===== src/rtl/lsa_pkg.sv =====
package lsa_pkg;

    localparam int BAND_COUNT = 10;
    localparam logic [3:0] BAND_MAX = 4'd9;

    localparam logic [1:0] CFG_HIGH_THRESHOLD = 2'd0;
    localparam logic [1:0] CFG_LOW_THRESHOLD  = 2'd1;
    localparam logic [1:0] CFG_DEFAULT_BAND   = 2'd2;

    localparam logic [15:0] HIGH_THRESHOLD_RESET = 16'hC000;
    localparam logic [15:0] LOW_THRESHOLD_RESET  = 16'h3FFF;
    localparam logic [3:0]  DEFAULT_BAND_RESET   = 4'd4;

    localparam logic [15:0] CONF_TABLE [BAND_COUNT] = '{
        16'h08C0, 16'h0880, 16'h0840, 16'h0800, 16'h0A00,
        16'h0B00, 16'h0300, 16'h1A00, 16'h1B00, 16'h1300
    };

    localparam logic [19:0] WAIT_TABLE [BAND_COUNT] = '{
        20'd900000, 20'd500000, 20'd250000, 20'd120000, 20'd70000,
        20'd40000,  20'd40000,  20'd70000,  20'd40000,  20'd40000
    };

    // floor(r * (18 << b) / 5) for remainder r of count / 5 and band b
    localparam logic [12:0] FRAC_TABLE [5][BAND_COUNT] = '{
        '{13'd0,  13'd0,  13'd0,  13'd0,   13'd0,
          13'd0,  13'd0,  13'd0,  13'd0,   13'd0},
        '{13'd3,  13'd7,  13'd14, 13'd28,  13'd57,
          13'd115, 13'd230, 13'd460, 13'd921, 13'd1843},
        '{13'd7,  13'd14, 13'd28, 13'd57,  13'd115,
          13'd230, 13'd460, 13'd921, 13'd1843, 13'd3686},
        '{13'd10, 13'd21, 13'd43, 13'd86,  13'd172,
          13'd345, 13'd691, 13'd1382, 13'd2764, 13'd5529},
        '{13'd14, 13'd28, 13'd57, 13'd115, 13'd230,
          13'd460, 13'd921, 13'd1843, 13'd3686, 13'd7372}
    };

    typedef struct packed {
        logic [15:0] light_count;
        logic [15:0] white_count;
    } item_t;

    typedef struct packed {
        logic [3:0]  band_used;
        logic [15:0] conf_word;
        logic [26:0] lux_millilux;
        logic [3:0]  next_band;
        logic [15:0] next_conf_word;
        logic [19:0] next_wait_us;
    } result_t;

endpackage


===== src/rtl/light_sensor_autorange_top.sv =====
// Channel   Handshake                  Payload
// item      item_valid / item_ready    item (light_count, white_count)
// result    result_valid / result_ready result (bands, conf words, lux, wait)
// cfg       cfg_valid / cfg_ready      cfg_index, cfg_data
//
// One transfer per cycle on item and result while result_ready is high; each
// item passes the input register, then the result register.
// The band feedback closes in the single stage between the two registers.
// Reset clears band history, thresholds and default band to their defaults.
// A stalled result holds; the input register still takes one item behind it.
// cfg_ready is always high; writes go straight into the config registers.
module light_sensor_autorange_top
    import lsa_pkg::*;
(
    input  logic        clk,
    input  logic        rst_n,
    input  logic        item_valid,
    output logic        item_ready,
    input  item_t       item,
    output logic        result_valid,
    input  logic        result_ready,
    output result_t     result,
    input  logic        cfg_valid,
    output logic        cfg_ready,
    input  logic [1:0]  cfg_index,
    input  logic [15:0] cfg_data
);

    logic        item_valid_reg;
    item_t       item_reg;
    logic        result_valid_reg;
    result_t     result_reg;
    result_t     result_next;
    logic [3:0]  band_reg;
    logic [3:0]  band_next;
    logic        band_valid_reg;
    logic [15:0] high_threshold_reg;
    logic [15:0] low_threshold_reg;
    logic [3:0]  default_band_reg;

    logic        stage_fire;
    logic        item_fire;
    logic [3:0]  band_cur;
    logic [3:0]  default_clamped;
    logic [15:0] peak;
    logic [26:0] lux;

    assign stage_fire   = item_valid_reg && (!result_valid_reg || result_ready);
    assign item_ready   = !item_valid_reg || stage_fire;
    assign item_fire    = item_valid && item_ready;
    assign result_valid = result_valid_reg;
    assign result       = result_reg;
    assign cfg_ready    = 1'b1;

    lsa_lux u_lux (
        .light_count  (item_reg.light_count),
        .band         (band_cur),
        .lux_millilux (lux)
    );

    always_comb
    begin
        default_clamped = (default_band_reg > BAND_MAX) ? BAND_MAX : default_band_reg;
        if (!band_valid_reg || band_reg > BAND_MAX)
            band_cur = default_clamped;
        else
            band_cur = band_reg;

        peak = (item_reg.white_count > item_reg.light_count) ?
               item_reg.white_count : item_reg.light_count;

        band_next = band_cur;
        if (peak >= high_threshold_reg)
        begin
            if (band_cur < BAND_MAX)
                band_next = band_cur + 4'd1;
        end
        else if (peak <= low_threshold_reg)
        begin
            if (band_cur != 4'd0)
                band_next = band_cur - 4'd1;
        end

        result_next.band_used      = band_cur;
        result_next.conf_word      = CONF_TABLE[band_cur];
        result_next.lux_millilux   = lux;
        result_next.next_band      = band_next;
        result_next.next_conf_word = CONF_TABLE[band_next];
        result_next.next_wait_us   = WAIT_TABLE[band_next];
    end

    always_ff @(posedge clk or negedge rst_n)
    begin
        if (!rst_n)
        begin
            item_valid_reg     <= 1'b0;
            result_valid_reg   <= 1'b0;
            band_reg           <= 4'd0;
            band_valid_reg     <= 1'b0;
            high_threshold_reg <= HIGH_THRESHOLD_RESET;
            low_threshold_reg  <= LOW_THRESHOLD_RESET;
            default_band_reg   <= DEFAULT_BAND_RESET;
        end
        else
        begin
            if (item_ready)
                item_valid_reg <= item_valid;
            if (stage_fire)
            begin
                result_valid_reg <= 1'b1;
                band_reg         <= band_next;
                band_valid_reg   <= 1'b1;
            end
            else if (result_ready)
                result_valid_reg <= 1'b0;
            if (cfg_valid)
            begin
                unique case (cfg_index)
                    CFG_HIGH_THRESHOLD: high_threshold_reg <= cfg_data;
                    CFG_LOW_THRESHOLD:  low_threshold_reg  <= cfg_data;
                    CFG_DEFAULT_BAND:   default_band_reg   <= cfg_data[3:0];
                    default:            ;
                endcase
            end
        end
    end

    always_ff @(posedge clk)
    begin
        if (item_fire)
            item_reg <= item;
        if (stage_fire)
            result_reg <= result_next;
    end

    a_band_in_range: assert property (@(posedge clk) disable iff (!rst_n)
        band_valid_reg |-> band_reg <= BAND_MAX)
        else $error("stored band out of range");

    a_band_follows: assert property (@(posedge clk) disable iff (!rst_n)
        stage_fire |=> (band_valid_reg && band_reg == result_reg.next_band))
        else $error("stored band does not match last result");

    a_step_one: assert property (@(posedge clk) disable iff (!rst_n)
        result_valid_reg |-> (result_reg.next_band == result_reg.band_used ||
                              result_reg.next_band == result_reg.band_used + 4'd1 ||
                              result_reg.next_band == result_reg.band_used - 4'd1))
        else $error("band moved more than one step");

    a_lux_nonzero: assert property (@(posedge clk) disable iff (!rst_n)
        result_valid_reg |-> result_reg.lux_millilux != 27'd0)
        else $error("lux not clamped");

endmodule


===== src/rtl/lsa_lux.sv =====
module lsa_lux
    import lsa_pkg::*;
(
    input  logic [15:0] light_count,
    input  logic [3:0]  band,
    output logic [26:0] lux_millilux
);

    logic [31:0] recip_prod;
    logic [13:0] quot5;
    logic [15:0] quot5_x5;
    logic [15:0] rem_full;
    logic [2:0]  rem5;
    logic [17:0] base;
    logic [26:0] shifted;
    logic [26:0] total;

    // count = 5 * quot5 + rem5, so lux = (quot5 * 18 << band) + table term
    always_comb
    begin
        recip_prod = 32'(light_count) * 32'd52429;
        quot5      = recip_prod[31:18];
        quot5_x5   = (16'(quot5) << 2) + 16'(quot5);
        rem_full   = light_count - quot5_x5;
        rem5       = rem_full[2:0];
        base       = (18'(quot5) << 4) + (18'(quot5) << 1);
        shifted    = 27'(base) << band;
        total      = shifted + 27'(FRAC_TABLE[rem5][band]);
        lux_millilux = (total == 27'd0) ? 27'd1 : total;
    end

endmodule

===== config.mk =====
export PLATFORM = sky130hd
export DESIGN_NAME = light_sensor_autorange_top
export DESIGN_NICKNAME = d
export VERILOG_FILES = /design/src/rtl/lsa_pkg.sv /design/src/rtl/light_sensor_autorange_top.sv /design/src/rtl/lsa_lux.sv
export SDC_FILE = /design/constraint.sdc
export NUM_CORES = 1
export LEC_CHECK = 0
export BUFFER_PORTS_ARGS = -buffer_cell sky130_fd_sc_hd__buf_2
export CORE_MARGIN = 5
export CORE_UTILIZATION = 40
export CTS_BUF_LIST = sky130_fd_sc_hd__clkbuf_8
export DETAILED_ROUTE_END_ITERATION = 7
export SLEW_MARGIN = 0
export SYNTH_ARGS = -nofsm -noshare
export SYNTH_HDL_FRONTEND = slang
export SYNTH_SLANG_ARGS = --single-unit

===== constraint.sdc =====
create_clock -name clk -period 24.6 [get_ports clk]
set_input_delay 6.15 -clock clk [delete_from_list [all_inputs] [get_ports clk]]
set_output_delay 6.15 -clock clk [all_outputs]
set_load 0.005 [all_outputs]

==> results of run 1 <==
cell families (layout without fill, tap and decap cells):
group,after synthesis,in the layout,synth area share
and+or+nand+nor,362,362,0.123
AOI/OAI and AO/OA,324,324,0.148
buffers and inverters,323,415,0.0925
adders and majority gates,298,298,0.302
DFF,134,134,0.266
muxes,50,50,0.0371
xor gates and xnor gates,48,48,0.0297
other,2,25,0.000522
layout make-up:
cell class,count,area (µm²),share of cell area
Clock inverter,15,211,0.0134
Tap cell,461,577,0.0365
Timing Repair Buffer,127,656,0.0415
Multi-Input combinational cell,1107,9320,0.590
Sequential cell,134,3830,0.243
Inverter,256,961,0.0609
Clock buffer,17,234,0.0148
critical path, cell delays in order:
cell      delay [ps]
buf_2            110
nand3b_1         210
buf_2            160
worst paths after layout:
| check | end |
|---|---|
| worst max-delay path | item_ready |
| worst min-delay path | result_valid |
| worst max register to register | result[40] |
| worst min register to register | result_valid |
| max in group asynchronous | band_reg[3] |
| min in group asynchronous | high_threshold_reg[5] |
per-stage QoR:
step           utilization  std cells  setup slack (ps)  cell area, µm²
2_1_floorplan            -       1564             12130           14500
6_report             0.444       2117             11820           15800
5_1_grt              0.444       2117             11780           15800
3_5_place_dp         0.431       2085             11830           15300
3_3_place_gp         0.431       2085             11830           15300
4_1_cts              0.444       2117             11820           15800
per-layer routing:
layer	track usage	vias to the layer above	wire length [µm]
li1	-	5476	-
met1	0.241	5160	16200
met2	0.292	238	16200
met3	0.0226	40	1490
met4	0.0445	0	612
met5	0	-	0
synthesized netlist by cell type, types with 7 or more instances:
library cell and count:
mux2i_1 23, nand2b_1 21, nand3_1 25, inv_1 253
a21o_1 30, nor3_1 15, xnor2_1 31, a21oi_1 75
clkbuf_1 29, fa_1 83, nand4_1 16, and3_1 11
or3_1 11, mux2_2 27, ha_1 215, o21ai_0 91
a211oi_1 7, edfxtp_1 91, xor2_1 16, and2_1 13
dfrtp_1 26, dfstp_2 17, nor2_1 65, nor2b_1 15
buf_4 29, o211ai_1 12, nand2_1 134, a31oi_1 13
o21a_1 11
==> results.toml, run 1 <==
[routing]
drc = 0
ant_nets = 0
drt_iter0_markers = 803
vias_per_cell = 5.16
wire_per_inst_um = 16.3
first_pass_iters = 6
vias = 10900
finalWirelength_um = 34500

[worst_hold_path]
hold_class = "flip-flop to flip-flop"
whs_path_depth = 1
worstHoldStart = "item_valid_reg"

[yosys]
seq_area_frac_synth = 0.266
synth_cells = 1541
synth_edf_count = 91
syn_area_um2 = 14400
avgSynthCellArea_um2 = 9.34
synth_top_area_frac = 0.190
yosysWarnings = 0
post_synth_num_cell_types = 82
synth-seq-cells = 134
async_flop_share = 0.321
yosys.area.top_type = "edfxtp_1"
synthFlopType = "edfxtp_1"
synth.area.top_cells = "edfxtp_1 19%, ha_1 19%, fa_1 12%"

[timing]
slew_headroom = 0.324
skew_ps = 19.4
rsz0062_at_grt = "no"
hold_viol = 0
finalSetupViolations = 0
slew_violations = 0
finalSetupTns_ps = 0
period_needed_ps = 12780
fin_crit_sh = 0.520
hold_slack_ps = 508
worst_slew_pin_slew_ps = 1010
max_freq_mhz = 78.2

[final_layout]
layout_common_cells = "252 x inv_1, 215 x ha_1, 134 x nand2_1"
nFillCells = 3478
largest_reg_flops = 59
drive_gt1_frac = 0.139
fin_nets = 1996
antennaDiodeCount = 0
final_common_cell = "inv_1"
area_growth_pct = 9.75

[critical_path]
end_kind = "primary output"
critPathKind = "primary input to primary output"
timing.rr.start = "item_reg[18]"
critPathLaunchType = "primary input"
r2r_slack_ps = 13070
arrival_ps = 6630
ff2ff_path_depth = 45
required_ps = 18450
crit_fanout = 3
crit_path_start = "result_ready"

[floorplan]
core_um2 = 35600
floorplan.initialDensity = 0.404
die_x_um = 200
die_area_um2 = 39900
num_rows = 69
num_io_pins = 145
die_height_um = 200

[clock_tree]
cts_htree_levels = 4
postCtsHoldBufs = 0
root_buffer = "clkbuf_8"
clock-sinks = 134
clkTransAtPathRegs_ps = 100
numCtsBuffers = 17
clkLatencyLatePin_ps = 460
clk_path_buf_depth = 2
cts_setup_buffers = 0
cts-resized-gates = 0
cts_tree = "yes"

[grt]
grt.overflow.total = 0
first_global_vias = 10800
grt_pass1_wl_um = 55800
grtUsageTotal = 0.174
grt_max_degree = 60
antenna_found_initial = 0

[run]
cap_violations = 0

[place]
hpwlAfterDp_um = 28300
globalplace.congestion = 0.878
port_buffers = 119

[status]
outcome = "finished, final reports clean"
Power of run 1 is left out: the tool's default activity adds up to more than one toggle a clock period on the data nets, which glitch-free logic cannot reach.
==> run 2: changes to the inputs <==
==> constraint.sdc (replaced) <==
create_clock -name clk -period 12.35 [get_ports clk]
set_input_delay 3.0875 -clock clk [delete_from_list [all_inputs] [get_ports clk]]
set_output_delay 3.0875 -clock clk [all_outputs]
set_load 0.005 [all_outputs]
==> results.toml, run 2 (synthesis gave the netlist of run 1 again) <==
[status]
outcome = "finished, final reports clean"

[critical_path]
ff2ff_path_depth = 45
required_ps = 12700
slowest_stage = "edfxtp_1"
timing.rr.start = "item_reg[18]"
cp_common_cell = "o21ai_0"
crit_fanout = 8
worst-path-stages = 45
cp_slowest_stage_delay_ps = 580
critPathKind = "flip-flop to flip-flop"
critPathTopFamily = "adder cells"
r2r_slack_ps = 1250
end_kind = "flip-flop"
timing.rr.end = "result[40]"
cp.buffers_inverters = 5
critPathLaunchType = "flip-flop"
arrival_ps = 11450

[timing]
rsz0062_at_grt = "no"
slew_violations = 0
hold_viol = 0
slew_headroom = 0.268
worst_slew_pin_slew_ps = 1100
max_freq_mhz = 90.1
fin_crit_sh = 0.899
hold_slack_ps = 497
finalSetupViolations = 0
finalSetupTns_ps = 0
skew_ps = 21.4
period_needed_ps = 11100

[grt]
use_met2 = 0.302
globalRouteMet1Util = 0.244
top_usage_layer = "met2"
grt_pass1_wl_um = 56900
antenna_found_initial = 0
grt_max_degree = 64
grtUsageTotal = 0.179
grt.overflow.total = 0
met3_usage = 0.0221
first_global_vias = 10900

[run]
cap_violations = 0

[routing]
drt_iter0_markers = 703
vias_per_cell = 5.15
wire_per_inst_um = 16.7
ant_nets = 0
drc = 0
finalWirelength_um = 35300
vias = 10900
first_pass_iters = 5

[clock_tree]
cts-resized-gates = 0
clkLatencyLatePin_ps = 470
cts_htree_levels = 4
root_buffer = "clkbuf_8"
numCtsBuffers = 17
cts_setup_buffers = 0
clkTransAtPathRegs_ps = 100
postCtsHoldBufs = 0
cts_tree = "yes"
clk_path_buf_depth = 2
clock-sinks = 134

[floorplan]
num_rows = 69
core_um2 = 35600
die_x_um = 200
die_height_um = 200
num_io_pins = 145
die_area_um2 = 39900
floorplan.initialDensity = 0.404

[worst_hold_path]
worstHoldStart = "item_valid_reg"
whs_path_depth = 1
hold_class = "flip-flop to flip-flop"
min_delay_worst_endpoint = "result_valid"

[final_layout]
largest_reg_flops = 59
final_common_cell = "inv_1"
nFillCells = 3512
fin_nets = 1996
layout_common_cells = "252 x inv_1, 215 x ha_1, 134 x nand2_1"
antennaDiodeCount = 0
drive_gt1_frac = 0.139
area_growth_pct = 9.69

[place]
globalplace.congestion = 0.956
hpwlAfterDp_um = 29100
port_buffers = 119
## run 2: cell type report
cell class              count  area, µm²  share of cell area
inverters                 256        961              0.0609
repair buffers            127        656              0.0415
clock buffers              17        234              0.0148
multi-input cells        1107       9320               0.591
clock inverters            15        203              0.0128
well taps                 461        577              0.0365
flip-flops and latches    134       3830               0.243
## run 2: worst reg2reg max path: cells and delay by family (launching register included)
family / cells / cell delay (ps)
compound gates: 17 / 3040
xor+xnor: 4 / 1080
fa+ha+maj: 10 / 4230
flops: 1 / 580
simple gates: 9 / 1630
buf+inv: 5 / 400
## run 2: worst max-delay path by stage
stage,from,to,slack [ps]
global route,item_reg[18],result[40],160
detailed placement,item_reg[18],result[40],1210
finish,item_reg[18],result[40],1250
floorplan,item_reg[23],result[40],2270
CTS,item_reg[18],result[40],1180
global placement,item_reg[18],result[40],1500
## run 2: stage by stage
stage	util	cell area (µm²)	cells	setup WS, ps
3_5_place_dp	0.431	15300	2085	1210
5_1_grt	0.444	15800	2117	165
3_3_place_gp	0.431	15300	2085	1500
6_report	0.444	15800	2117	1250
4_1_cts	0.444	15800	2117	1180
2_1_floorplan	-	14500	1564	2270
## run 2: per-layer routing
| metal | share of wire | routed length (µm) |
|---|---|---|
| met1 | 0.48 | 16800 |
| met2 | 0.47 | 16500 |
| met3 | 0.035 | 1240 |
| met4 | 0.022 | 769 |
| met5 | 0 | 0 |
Power of run 2 is left out for the same reason.
==> run 3: changes to the inputs <==
--- a/config.mk
+++ b/config.mk
@@ -6,7 +6,7 @@
 export NUM_CORES = 1
 export LEC_CHECK = 0
 export BUFFER_PORTS_ARGS = -buffer_cell sky130_fd_sc_hd__buf_2
-export CORE_MARGIN = 5
+export CORE_MARGIN = 10
 export CORE_UTILIZATION = 40
 export CTS_BUF_LIST = sky130_fd_sc_hd__clkbuf_8
 export DETAILED_ROUTE_END_ITERATION = 7
==> constraint.sdc (replaced) <==
create_clock -name clk -period 12.35 [get_ports clk]
set_input_delay 3.705 -clock clk [delete_from_list [all_inputs] [get_ports clk]]
set_output_delay 3.705 -clock clk [all_outputs]
set_load 0.005 [all_outputs]
==> results.toml, run 3 (synthesis gave the netlist of run 1 again) <==
[status]
outcome = "finished, final reports clean"

[final_layout]
antennaDiodeCount = 0
fin_nets = 1996
nFillCells = 3502
final_common_cell = "inv_1"
layout_common_cells = "253 x inv_1, 215 x ha_1, 134 x nand2_1"
drive_gt1_frac = 0.138
largest_reg_flops = 59
area_growth_pct = 9.54
postLayoutCoreUtil = 0.443

[critical_path]
cp.buffers_inverters = 5
r2r_slack_ps = 1030
critPathKind = "flip-flop to flip-flop"
critPathTopFamily = "adder cells"
cp_slowest_stage_delay_ps = 580
cp_common_cell = "o21ai_0"
timing.rr.start = "item_reg[18]"
timing.rr.end = "result[40]"
crit_fanout = 8
slowest_stage = "edfxtp_1"
critPathLaunchType = "flip-flop"
end_kind = "flip-flop"
ff2ff_path_depth = 45
required_ps = 12700
arrival_ps = 11670

[routing]
met1_length_um = 17300
wire_per_inst_um = 17.3
first_pass_iters = 5
ant_nets = 0
finalWirelength_um = 36600
drc = 0
vias = 10800
top_layer_used = "met4"
drt_iter0_markers = 694
wl_met3_um = 1410
vias_per_cell = 5.12
wl_met2_um = 17300

[clock_tree]
numCtsBuffers = 17
clkLatencyLatePin_ps = 480
clk_path_buf_depth = 2
cts_htree_levels = 4
cts-resized-gates = 0
root_buffer = "clkbuf_8"
cts_tree = "yes"
cts_setup_buffers = 0
clkTransAtPathRegs_ps = 90
clock-sinks = 134
postCtsHoldBufs = 0

[worst_hold_path]
worstHoldStart = "high_threshold_reg[15]"
whs_path_depth = 2
hold_class = "flip-flop to flip-flop"
min_delay_worst_endpoint = "high_threshold_reg[15]"

[timing]
slew_violations = 0
slew_headroom = 0.329
skew_ps = 19.6
finalSetupTns_ps = 0
fin_crit_sh = 0.917
hold_slack_ps = 513
max_freq_mhz = 88.3
worst_slew_pin_slew_ps = 1010
finalSetupViolations = 0
hold_viol = 0
period_needed_ps = 11320
rsz0062_at_grt = "no"

[grt]
antenna_found_initial = 0
grt_pass1_wl_um = 58900
grt.overflow.total = 0
first_global_vias = 11000
grt_max_degree = 60
grtUsageTotal = 0.167

[floorplan]
die_height_um = 210
num_rows = 69
num_io_pins = 145
floorplan.initialDensity = 0.404
core_um2 = 35600
die_x_um = 210
die_area_um2 = 44000

[place]
port_buffers = 119
hpwlAfterDp_um = 30500
globalplace.congestion = 0.907

[run]
cap_violations = 0
-- run 3: cell count changes in the layout (fill, tap and decap cells not counted), sizes merged --
cell,previous run,this run
clkbuf,17,18
clkinvlp,1,2
inv,262,260
-- run 3: cell type report --
cell class	count	area [µm²]	area share
Sequential cell	134	3830	0.243
Multi-Input combinational cell	1107	9320	0.591
Clock inverter	14	168	0.0106
Tap cell	461	577	0.0366
Clock buffer	18	248	0.0157
Timing Repair Buffer	127	656	0.0416
Inverter	256	961	0.0610
-- run 3: metal layers --
layer,vias to the layer above,track usage
met5,-,0
li1,5494,-
met1,5119,0.217
met3,32,0.0306
met4,0,0.0481
met2,187,0.277
-- run 3: worst max path at each step --
stage,cells past startpoint,slack [ps],to,startpoint
floorplan,45,2270,result[40],item_reg[23]
global placement,45,1470,result[40],item_reg[18]
detailed placement,45,1170,result[40],item_reg[18]
CTS,45,1100,result[40],item_reg[18]
global route,45,190,result[40],item_reg[18]
finish,45,1030,result[40],item_reg[18]
-- run 3: through the flow --
stage | cells | instance area, µm² | setup WS [ps]
after floorplan | 1564 | 14500 | 2270
after global placement | 2085 | 15300 | 1470
after detailed placement | 2085 | 15300 | 1170
after CTS | 2117 | 15800 | 1100
after global routing | 2117 | 15800 | 190
final | 2117 | 15800 | 1030
-- run 3: worst min-delay path, stage by stage (launching register included) --
cell and delay [ps]:
dfstp_2 370, inv_1 60, o21ai_0 80
Power of run 3 is left out for the same reason.
